[src/hdl/sha256_byte_stream_hasher_assert.svh]
// ---------------------------------------------------------------------------
// sha256_byte_stream_hasher_assert
// Assertion macros for the SHA-256 byte stream hasher.
// ---------------------------------------------------------------------------
`ifndef SHA256_BYTE_STREAM_HASHER_ASSERT_SVH
`define SHA256_BYTE_STREAM_HASHER_ASSERT_SVH

// Check that a condition implies another on the same edge.
`define SHA_ASSERT_IMP(label, clk, rst_n, cond, prop, msg) \
    label: assert property (@(posedge clk) disable iff (!rst_n) (cond) |-> (prop)) \
        else $error(msg);

// Check that a condition implies another on the next edge.
`define SHA_ASSERT_NXT(label, clk, rst_n, cond, prop, msg) \
    label: assert property (@(posedge clk) disable iff (!rst_n) (cond) |=> (prop)) \
        else $error(msg);

`endif

[src/hdl/sha256_pkg.sv]
// ---------------------------------------------------------------------------
// sha256_pkg
// Types, constants and round functions shared by the SHA-256 hasher.
// ---------------------------------------------------------------------------
package sha256_pkg;

    localparam int unsigned BlkBytes = 64;
    localparam int unsigned LenPos   = 56;
    localparam int unsigned Rounds   = 64;
    localparam int unsigned CntWidth = 61;
    localparam logic [7:0]  PadMark  = 8'h80;

    localparam logic OpAbsorb = 1'b0;
    localparam logic OpFinish = 1'b1;

    typedef struct packed {
        logic       op;
        logic [7:0] data_byte;
    } t_in_item;

    typedef struct packed {
        logic [31:0] digest_word;
        logic [2:0]  word_index;
        logic        last_word;
    } t_out_item;

    typedef enum logic [2:0] {
        ST_IDLE,
        ST_PAD,
        ST_LOAD,
        ST_ROUND,
        ST_UPDATE,
        ST_EMIT
    } t_state;

    // datapath commands from controller
    typedef struct packed {
        logic       wr_byte;    // write byte into buffer at pad pointer
        logic [7:0] wr_data;
        logic       ptr_clr;
        logic       ld_block;   // load working vars from hash, reset round
        logic       do_round;
        logic       upd_hash;
        logic       init_hash;
        logic       len_sel;    // write length byte instead of wr_data
        logic       cnt_inc;
        logic       emit_shift; // rotate hash words toward output
    } t_cmd;

    typedef struct packed {
        logic [5:0] ptr;
        logic       last_round;
    } t_sts;

    localparam logic [255:0] Iv = {
        32'h6a09e667, 32'hbb67ae85, 32'h3c6ef372, 32'ha54ff53a,
        32'h510e527f, 32'h9b05688c, 32'h1f83d9ab, 32'h5be0cd19
    };

    function automatic logic [31:0] round_k(input logic [5:0] idx);
        logic [31:0] k;
        case (idx)
            6'd0:  k = 32'h428a2f98; 6'd1:  k = 32'h71374491;
            6'd2:  k = 32'hb5c0fbcf; 6'd3:  k = 32'he9b5dba5;
            6'd4:  k = 32'h3956c25b; 6'd5:  k = 32'h59f111f1;
            6'd6:  k = 32'h923f82a4; 6'd7:  k = 32'hab1c5ed5;
            6'd8:  k = 32'hd807aa98; 6'd9:  k = 32'h12835b01;
            6'd10: k = 32'h243185be; 6'd11: k = 32'h550c7dc3;
            6'd12: k = 32'h72be5d74; 6'd13: k = 32'h80deb1fe;
            6'd14: k = 32'h9bdc06a7; 6'd15: k = 32'hc19bf174;
            6'd16: k = 32'he49b69c1; 6'd17: k = 32'hefbe4786;
            6'd18: k = 32'h0fc19dc6; 6'd19: k = 32'h240ca1cc;
            6'd20: k = 32'h2de92c6f; 6'd21: k = 32'h4a7484aa;
            6'd22: k = 32'h5cb0a9dc; 6'd23: k = 32'h76f988da;
            6'd24: k = 32'h983e5152; 6'd25: k = 32'ha831c66d;
            6'd26: k = 32'hb00327c8; 6'd27: k = 32'hbf597fc7;
            6'd28: k = 32'hc6e00bf3; 6'd29: k = 32'hd5a79147;
            6'd30: k = 32'h06ca6351; 6'd31: k = 32'h14292967;
            6'd32: k = 32'h27b70a85; 6'd33: k = 32'h2e1b2138;
            6'd34: k = 32'h4d2c6dfc; 6'd35: k = 32'h53380d13;
            6'd36: k = 32'h650a7354; 6'd37: k = 32'h766a0abb;
            6'd38: k = 32'h81c2c92e; 6'd39: k = 32'h92722c85;
            6'd40: k = 32'ha2bfe8a1; 6'd41: k = 32'ha81a664b;
            6'd42: k = 32'hc24b8b70; 6'd43: k = 32'hc76c51a3;
            6'd44: k = 32'hd192e819; 6'd45: k = 32'hd6990624;
            6'd46: k = 32'hf40e3585; 6'd47: k = 32'h106aa070;
            6'd48: k = 32'h19a4c116; 6'd49: k = 32'h1e376c08;
            6'd50: k = 32'h2748774c; 6'd51: k = 32'h34b0bcb5;
            6'd52: k = 32'h391c0cb3; 6'd53: k = 32'h4ed8aa4a;
            6'd54: k = 32'h5b9cca4f; 6'd55: k = 32'h682e6ff3;
            6'd56: k = 32'h748f82ee; 6'd57: k = 32'h78a5636f;
            6'd58: k = 32'h84c87814; 6'd59: k = 32'h8cc70208;
            6'd60: k = 32'h90befffa; 6'd61: k = 32'ha4506ceb;
            6'd62: k = 32'hbef9a3f7; 6'd63: k = 32'hc67178f2;
            default: k = 32'h0;
        endcase
        return k;
    endfunction

    function automatic logic [31:0] ror(input logic [31:0] v, input int unsigned n);
        return (v >> n) | (v << (32 - n));
    endfunction

endpackage

[src/hdl/sha256_ctrl.sv]
// ---------------------------------------------------------------------------
// sha256_ctrl
// Sequencer: absorb, padding, compression and digest readout.
// ---------------------------------------------------------------------------
module sha256_ctrl (
    input  logic                  i_clk,
    input  logic                  i_rst_n,
    input  logic                  i_in_valid,
    output logic                  o_in_ready,
    input  sha256_pkg::t_in_item  i_in_data,
    output logic                  o_out_valid,
    input  logic                  i_out_ready,
    output logic [2:0]            o_word_index,
    output sha256_pkg::t_cmd      o_cmd,
    input  sha256_pkg::t_sts      i_sts
);

    sha256_pkg::t_state r_state, n_state;
    logic       r_finish, n_finish;   // compressing as part of a finish
    logic       r_pass2, n_pass2;     // second padded block still due
    logic [2:0] r_widx, n_widx;

    always_ff @(posedge i_clk) begin
        if (!i_rst_n) begin
            r_state  <= sha256_pkg::ST_IDLE;
            r_finish <= 1'b0;
            r_pass2  <= 1'b0;
            r_widx   <= '0;
        end else begin
            r_state  <= n_state;
            r_finish <= n_finish;
            r_pass2  <= n_pass2;
            r_widx   <= n_widx;
        end
    end

    always_comb begin
        n_state  = r_state;
        n_finish = r_finish;
        n_pass2  = r_pass2;
        n_widx   = r_widx;
        o_cmd    = '0;
        o_in_ready  = 1'b0;
        o_out_valid = 1'b0;
        case (r_state)
            sha256_pkg::ST_IDLE: begin
                o_in_ready = 1'b1;
                if (i_in_valid) begin
                    o_cmd.wr_byte = 1'b1;
                    if (i_in_data.op == sha256_pkg::OpAbsorb) begin
                        o_cmd.wr_data = i_in_data.data_byte;
                        o_cmd.cnt_inc = 1'b1;
                        if (i_sts.ptr == 6'd63) begin
                            n_finish = 1'b0;
                            n_state  = sha256_pkg::ST_LOAD;
                        end
                    end else begin
                        o_cmd.wr_data = sha256_pkg::PadMark;
                        n_finish = 1'b1;
                        n_pass2  = (i_sts.ptr > 6'd55);
                        n_state  = (i_sts.ptr == 6'd63) ? sha256_pkg::ST_LOAD
                                                        : sha256_pkg::ST_PAD;
                    end
                end
            end
            sha256_pkg::ST_PAD: begin
                // zero fill, then length bytes at 56-63 unless r_pass2
                o_cmd.wr_byte = 1'b1;
                if (!r_pass2 && i_sts.ptr >= 6'd56)
                    o_cmd.len_sel = 1'b1;
                if (i_sts.ptr == 6'd63)
                    n_state = sha256_pkg::ST_LOAD;
            end
            sha256_pkg::ST_LOAD: begin
                o_cmd.ld_block = 1'b1;
                n_state = sha256_pkg::ST_ROUND;
            end
            sha256_pkg::ST_ROUND: begin
                o_cmd.do_round = 1'b1;
                if (i_sts.last_round)
                    n_state = sha256_pkg::ST_UPDATE;
            end
            sha256_pkg::ST_UPDATE: begin
                o_cmd.upd_hash = 1'b1;
                if (!r_finish) begin
                    n_state = sha256_pkg::ST_IDLE;
                end else if (r_pass2) begin
                    n_pass2 = 1'b0;
                    n_state = sha256_pkg::ST_PAD;
                end else begin
                    n_widx  = '0;
                    n_state = sha256_pkg::ST_EMIT;
                end
            end
            sha256_pkg::ST_EMIT: begin
                o_out_valid = 1'b1;
                if (i_out_ready) begin
                    o_cmd.emit_shift = 1'b1;
                    n_widx = r_widx + 3'd1;
                    if (r_widx == 3'd7) begin
                        o_cmd.init_hash = 1'b1;
                        o_cmd.ptr_clr   = 1'b1;
                        n_finish = 1'b0;
                        n_state  = sha256_pkg::ST_IDLE;
                    end
                end
            end
            default: n_state = sha256_pkg::ST_IDLE;
        endcase
    end

    assign o_word_index = r_widx;

endmodule

[src/hdl/sha256_dp.sv]
// ---------------------------------------------------------------------------
// sha256_dp
// Message schedule window (filled byte by byte as the block buffer),
// round unit and hash words.
// ---------------------------------------------------------------------------
module sha256_dp (
    input  logic             i_clk,
    input  logic             i_rst_n,
    input  sha256_pkg::t_cmd i_cmd,
    output sha256_pkg::t_sts o_sts,
    output logic [31:0]      o_digest_word
);

    logic [5:0]   r_ptr;
    logic [sha256_pkg::CntWidth-1:0] r_cnt;
    logic [255:0] r_hash;
    logic [31:0]  r_v [8];
    logic [31:0]  r_w [16];
    logic [5:0]   r_rnd;
    logic [7:0]   n_byte;
    logic [63:0]  n_bits;
    logic [31:0]  n_w, n_t1, n_t2, n_s0, n_s1;

    assign n_bits = {r_cnt, 3'b000};

    always_comb begin
        n_byte = i_cmd.wr_data;
        if (i_cmd.len_sel)
            n_byte = n_bits[8 * (7 - r_ptr[2:0]) +: 8];
    end

    // next schedule word from the 16-word window
    assign n_s0 = sha256_pkg::ror(r_w[1], 7) ^ sha256_pkg::ror(r_w[1], 18) ^ (r_w[1] >> 3);
    assign n_s1 = sha256_pkg::ror(r_w[14], 17) ^ sha256_pkg::ror(r_w[14], 19)
                ^ (r_w[14] >> 10);
    assign n_w  = r_w[0] + n_s0 + r_w[9] + n_s1;

    assign n_t1 = r_v[7]
                + (sha256_pkg::ror(r_v[4], 6) ^ sha256_pkg::ror(r_v[4], 11)
                   ^ sha256_pkg::ror(r_v[4], 25))
                + ((r_v[4] & r_v[5]) ^ (~r_v[4] & r_v[6]))
                + sha256_pkg::round_k(r_rnd) + r_w[0];
    assign n_t2 = (sha256_pkg::ror(r_v[0], 2) ^ sha256_pkg::ror(r_v[0], 13)
                   ^ sha256_pkg::ror(r_v[0], 22))
                + ((r_v[0] & r_v[1]) ^ (r_v[0] & r_v[2]) ^ (r_v[1] & r_v[2]));

    always_ff @(posedge i_clk) begin
        if (!i_rst_n) begin
            r_ptr  <= '0;
            r_cnt  <= '0;
            r_hash <= sha256_pkg::Iv;
            r_rnd  <= '0;
        end else begin
            if (i_cmd.ptr_clr)
                r_ptr <= '0;
            else if (i_cmd.wr_byte)
                r_ptr <= r_ptr + 6'd1;
            if (i_cmd.ptr_clr)
                r_cnt <= '0;
            else if (i_cmd.cnt_inc)
                r_cnt <= r_cnt + 1'b1;
            if (i_cmd.ld_block)
                r_rnd <= '0;
            else if (i_cmd.do_round)
                r_rnd <= r_rnd + 6'd1;
            if (i_cmd.init_hash)
                r_hash <= sha256_pkg::Iv;
            else if (i_cmd.upd_hash) begin
                for (int i = 0; i < 8; i++)
                    r_hash[32 * (7 - i) +: 32] <= r_hash[32 * (7 - i) +: 32] + r_v[i];
            end else if (i_cmd.emit_shift)
                r_hash <= {r_hash[223:0], r_hash[255:224]};
        end
    end

    always_ff @(posedge i_clk) begin
        if (i_cmd.ld_block) begin
            for (int i = 0; i < 8; i++)
                r_v[i] <= r_hash[32 * (7 - i) +: 32];
        end else if (i_cmd.do_round) begin
            r_v[0] <= n_t1 + n_t2;
            r_v[1] <= r_v[0];
            r_v[2] <= r_v[1];
            r_v[3] <= r_v[2];
            r_v[4] <= r_v[3] + n_t1;
            r_v[5] <= r_v[4];
            r_v[6] <= r_v[5];
            r_v[7] <= r_v[6];
        end
        // land bytes straight in the window, first byte in the top lane
        if (i_cmd.wr_byte) begin
            r_w[r_ptr[5:2]][8 * (3 - r_ptr[1:0]) +: 8] <= n_byte;
        end else if (i_cmd.do_round) begin
            for (int i = 0; i < 15; i++)
                r_w[i] <= r_w[i + 1];
            r_w[15] <= n_w;
        end
    end

    assign o_sts.ptr        = r_ptr;
    assign o_sts.last_round = (r_rnd == 6'd63);
    assign o_digest_word    = r_hash[255:224];

endmodule

[src/hdl/sha256_byte_stream_hasher.sv]
// ---------------------------------------------------------------------------
// sha256_byte_stream_hasher
// SHA-256 over a byte stream; finish pads and reads out eight digest words.
// ---------------------------------------------------------------------------
//  channel | direction | payload    | handshake
//  in      | input     | t_in_item  | i_in_valid / o_in_ready
//  out     | output    | t_out_item | o_out_valid / i_out_ready
//
// Each absorbed byte is written into the block; every 64th byte starts the
// round unit (a load, one round a cycle, then the hash update).
// Finish: pad mark, zero fill and length bytes (spilling into a second
// block when needed), one or two compressions, then eight beats.
// Input is held off during padding, compression and readout; out stalls hold state.
// Synchronous active-low reset loads the initial hash values.
module sha256_byte_stream_hasher (
    input  logic                  i_clk,
    input  logic                  i_rst_n,
    input  logic                  i_in_valid,
    output logic                  o_in_ready,
    input  sha256_pkg::t_in_item  i_in_data,
    output logic                  o_out_valid,
    input  logic                  i_out_ready,
    output sha256_pkg::t_out_item o_out_data
);

    sha256_pkg::t_cmd w_cmd;
    sha256_pkg::t_sts w_sts;
    logic [2:0]       w_widx;
    logic [31:0]      w_word;

    sha256_ctrl u_ctrl (
        .i_clk       (i_clk),
        .i_rst_n     (i_rst_n),
        .i_in_valid  (i_in_valid),
        .o_in_ready  (o_in_ready),
        .i_in_data   (i_in_data),
        .o_out_valid (o_out_valid),
        .i_out_ready (i_out_ready),
        .o_word_index(w_widx),
        .o_cmd       (w_cmd),
        .i_sts       (w_sts)
    );

    sha256_dp u_dp (
        .i_clk        (i_clk),
        .i_rst_n      (i_rst_n),
        .i_cmd        (w_cmd),
        .o_sts        (w_sts),
        .o_digest_word(w_word)
    );

    assign o_out_data.digest_word = w_word;
    assign o_out_data.word_index  = w_widx;
    assign o_out_data.last_word   = (w_widx == 3'd7);

`include "sha256_byte_stream_hasher_assert.svh"

    `SHA_ASSERT_IMP(a_no_in_during_out, i_clk, i_rst_n, o_out_valid, !o_in_ready, "in ready during readout")
    `SHA_ASSERT_NXT(a_last_ends, i_clk, i_rst_n, o_out_valid && i_out_ready && o_out_data.last_word, !o_out_valid, "readout ran past last word")
    `SHA_ASSERT_IMP(a_cmd_excl, i_clk, i_rst_n, w_cmd.do_round, !w_cmd.wr_byte && !w_cmd.upd_hash, "round overlaps buffer write")

endmodule
[config.mk]
export PLATFORM = sky130hd
export DESIGN_NAME = sha256_byte_stream_hasher
export DESIGN_NICKNAME = d
export VERILOG_FILES = /design/src/hdl/sha256_pkg.sv /design/src/hdl/sha256_ctrl.sv /design/src/hdl/sha256_dp.sv /design/src/hdl/sha256_byte_stream_hasher.sv
export VERILOG_INCLUDE_DIRS = /design/src /design/src/hdl
export SDC_FILE = /design/constraint.sdc
export NUM_CORES = 2
export LEC_CHECK = 0
export BUFFER_PORTS_ARGS = -buffer_cell sky130_fd_sc_hd__buf_2
export CORE_MARGIN = 2
export CORE_UTILIZATION = 55
export DETAILED_ROUTE_END_ITERATION = 12
export PLACE_DENSITY_LB_ADDON = 0.3
export REMOVE_ABC_BUFFERS = 1
export SETUP_SLACK_MARGIN = 0.4
export SYNTH_ARGS = -nofsm -noshare
export SYNTH_HDL_FRONTEND = slang
export SYNTH_SLANG_ARGS = --single-unit
[constraint.sdc]
create_clock -name i_clk -period 46.3 [get_ports i_clk]
set_clock_uncertainty 0.1 [all_clocks]
set_input_delay 9.26 -clock i_clk [delete_from_list [all_inputs] [get_ports i_clk]]
set_output_delay 9.26 -clock i_clk [all_outputs]
set_load 0.05 [all_outputs]
==> qor.txt <==
=======================================================================================
Leading cell type by number of instances after synthesis                   sky130_fd_sc_hd__nand2_1
Fraction of power consumed by sequential logic                                    45.9%
Classification of the worst setup path                                        in -> reg
Min-delay worst type                                                         reg -> reg
Count of buffers added by post-CTS timing repair for setup                            0
Remaining Overflow, GRT                                                               0
Part of the total power dissipated in the clock network                           44.3%
Via count                                                                        62,100
Maxcap violations                                                                     0
Final antenna-violating net count                                                     0
Clk Latency, worst-skew pair                                                    0.81 ns
Largest cells by area after synthesis                                      sky130_fd_sc_hd__edfxtp_1 31%, sky130_fd_sc_hd__dfxtp_1 9.9%, sky130_fd_sc_hd__ha_1 6.6%, sky130_fd_sc_hd__nand2_1 6.6%, sky130_fd_sc_hd__a21o_1 6.5%
Worst Setup Start Kind                                                        input pin
CP max stage delay                                                              0.94 ns
Total Negative Setup Slacks                                                        0 ns
Final non-filler cell total                                                       9,709
Sequential fraction of the synthesis area                                         40.6%
# resized after CTS                                                                   0
Fin nets                                                                          8,425
Area of the die                                                             139,000 um2
Tightest Pin Transition                                                         1.35 ns
Number of global-route vias before repair                                        58,100
Post-synthesis cell count                                                         7,994
Num rows                                                                            135
Most used cell, CP                                                         sky130_fd_sc_hd__o21ai_0
Die height                                                                       373 um
Starting density of the core                                                      55.4%
Top cells by count, synth                                                  1,316 x sky130_fd_sc_hd__nand2_1, 768 x sky130_fd_sc_hd__edfxtp_1, 646 x sky130_fd_sc_hd__a21o_1
Average size of a mapped cell                                                  9.38 um2
Unrepaired setup endpoints after global routing                                   false
Number of top-level pins                                                             51
Cell type with the highest aggregate area in the netlist                   sky130_fd_sc_hd__edfxtp_1
Remaining routing DRC violations                                                      0
Global-route usage over all layers                                                34.1%
Fraction of registers with async set or reset after synthesis                        0%
Switching portion of total power                                                  25.7%
CP max stage cell                                                          sky130_fd_sc_hd__ha_1
Fill cell total of the finished layout                                           11,500
List of cells traversed by the critical path                               buf_2 -> clkinv_1 -> nor2_2 -> buf_4 -> nand2_1 -> inv_1 -> ha_1 -> nor2_1 -> or3_1 -> o311ai_0 -> o21ai_0 -> o21ai_0
Ratio of routed vias to standard cells                                             6.40
Sw power                                                                       0.608 mW
Leak Pwr                                                                        35.6 nW
Detailed placement HPWL                                                      175,000 um
Final hold slack                                                               0.382 ns
Number of distinct standard cells referenced by the synthesized netlist              89
Count of flip-flops with a built-in enable after synthesis                          768
Reg area                                                                     30,400 um2
Average routed wire per standard cell                                           25.1 um
Number of clock buffers inserted by TritonCTS                                       132
Number of violations reported at the end of detailed-routing iteration 0          7,677
Multi-input combinational cell area                                          41,400 um2
Arrival @ worst endpoint                                                       13.22 ns
IR drop worst, VDD                                                          0.0000361 V
Highest net fanout along the worst path                                              30
FMAX                                                                           79.1 MHz
Fin. Hold Viols                                                                       0
Total buffers and inverters traversed by the critical path                            4
Total Routed Length                                                          243,000 um
Clk slew on worst S/H paths                                                     0.05 ns
Final cycle utilization of the critical path                                      27.3%
Final setup violation count                                                           0
TritonRoute pass-1 iters                                                              7
Cell family with the largest share of critical-path delay                  buffers and inverters
Dominant register cell in the synthesized netlist                          sky130_fd_sc_hd__edfxtp_1
CTS sink cnt                                                                      1,137
Total internal power                                                            1.76 mW
Port Buffer Count                                                                    50
CTS H-Tree Depth                                                                      4
Required @ worst endpoint                                                      46.87 ns
Share of the synthesized area in the top cell type                                30.8%
Final number of max-transition violations                                             0
Largest net degree at the start of global routing                                   230
Maximum count of clock buffers along a single path                                    3
Minimum clock period after layout                                              12.64 ns
DP Cell Count                                                                     9,467
Placeable core region                                                       135,000 um2
Number of synthesis warnings                                                          0
Areal power density over the cells                                          29.2 nW/um2
Number of buffers added to fix hold violations after cts                              0
Cell Area, Synth                                                             75,000 um2
Global-route wire length before repair                                       364,000 um
Post-synthesis to final-layout area growth                                        7.97%
Remaining max-slew budget at the tightest pin                                     9.83%
Worst setup EP type                                                                flop
Width of the die                                                                 373 um
Final weighted congestion in routability-driven placement                          1.01
CTS tree                                                                          built
Proportion of power drawn by combinational gates                                   9.8%
Synthesis-stage register bit count                                                1,137
Number of antenna violations at the first check in global routing                     7
Share of cells above drive strength 1                                             6.51%
Result of the run                                                          finished clean
Root cell of the clock tree                                                sky130_fd_sc_hd__clkbuf_16
=======================================================================================
==> cell usage in the layout (no fill, tap or decap), drive strengths merged, types with 47 or more instances in the layout <==
| cell | Yosys | routed |
|---|---|---|
| or3 | 55 | 55 |
| o21a | 48 | 48 |
| clkbuf | 419 | 174 |
| a21oi | 556 | 556 |
| o21ai | 467 | 467 |
| buf | 70 | 181 |
| nor3 | 83 | 83 |
| o21bai | 47 | 47 |
| nand2 | 1316 | 1316 |
| inv | 350 | 360 |
| mux2i | 67 | 67 |
| mux2 | 70 | 70 |
| clkinv | 3 | 50 |
| xor2 | 216 | 216 |
| a31oi | 56 | 56 |
| a311oi | 72 | 72 |
| edfxtp | 768 | 768 |
| xnor2 | 406 | 406 |
| nand2b | 54 | 54 |
| a211oi | 57 | 57 |
| nor2 | 471 | 471 |
| fa | 195 | 195 |
| dfxtp | 369 | 369 |
| nand3 | 153 | 153 |
| a21o | 646 | 646 |
| ha | 397 | 397 |
==> path summary, 6_finish.rpt <==
kind	start	to	slack (ns)	cells after the start
min reg2reg	u_dp.r_hash[32]$_SDFFE_PP1P_	u_dp.r_hash[32]$_SDFFE_PP1P_	0.38	2
max	i_rst_n	flop	33.66	12
max reg2reg	u_dp.r_v[2][26]$_DFFE_PP_	u_dp.r_v[0][31]$_DFFE_PP_	36.79	30
min	u_dp.r_hash[32]$_SDFFE_PP1P_	u_dp.r_hash[32]$_SDFFE_PP1P_	0.38	2
==> stage by stage <==
| stage | power (mW) | utilization (%) | cell area, um2 | worst slack, ns |
|---|---|---|---|---|
| floorplan | 1.27 | - | 73000 | 17.14 |
| global placement | 1.33 | 56.6 | 76700 | 33.10 |
| detailed placement | 1.33 | 56.6 | 76700 | 32.99 |
| CTS | 2.37 | 59.8 | 81000 | 33.80 |
| global route | 2.43 | 59.8 | 81000 | 33.37 |
| finish | 2.37 | 59.8 | 81000 | 33.66 |
==> cells by family after synthesis <==
family,after synthesis,share of synthesized area [%]
compound gates,2293,19.9
xor+xnor,623,7.30
fa+ha+maj,614,12.1
buf+inv,842,4.39
flops,1137,40.6
mux,150,2.34
simple gates,2335,13.3
==> tightest hold or removal path, stage by stage, from the launching register on <==
cell and delay [ns]:
sky130_fd_sc_hd__dfxtp_1 0.33, sky130_fd_sc_hd__nand2_1 0.06, sky130_fd_sc_hd__nand2_1 0.04
==> area by class of cell <==
cell class                 count  share of cell area, %
antenna                        1                0.00309
timing repair buffer         181                   1.59
multi-input combinational   6015                   51.1
clock buffer                 174                   4.43
sequential                  1137                   37.6
tap                         1781                   2.75
clock inverter                67                  0.876
inverter                     353                   1.64
==> power by group through the flow <==
stage	clock network (mW)	registers (mW)	logic [mW]
after CTS	1.06	1.08	0.228
after floorplan	0	1.10	0.164
after detailed placement	0	1.11	0.225
after global routing	1.09	1.08	0.252
final	1.05	1.08	0.233
after global placement	0	1.11	0.220
==> state kept, by name (all words and copies together) (netlist names), named ones only <==
| signal | flops |
|---|---|
| u_ctrl.o_word_index | 3 |
| u_ctrl.r_state | 3 |
| u_ctrl.r_pass2 | 1 |
| u_dp.r_rnd | 6 |
| u_dp.r_v | 256 |
| u_dp.r_cnt | 61 |
| u_ctrl.r_finish | 1 |
| u_dp.r_ptr | 6 |
| u_dp.r_hash | 256 |
| u_dp.r_w | 512 |
==> per-layer routing <==
layer | wire length, um | GRT usage (%) | share of wire (%)
met1 | 103000 | 48.9 | 42
met2 | 103000 | 49.7 | 42
met3 | 27300 | 8.20 | 11
met4 | 9840 | 13.1 | 4.0
met5 | 13 | 0 | 0.0053
No activity file was read; power rests on OpenSTA's default activity.
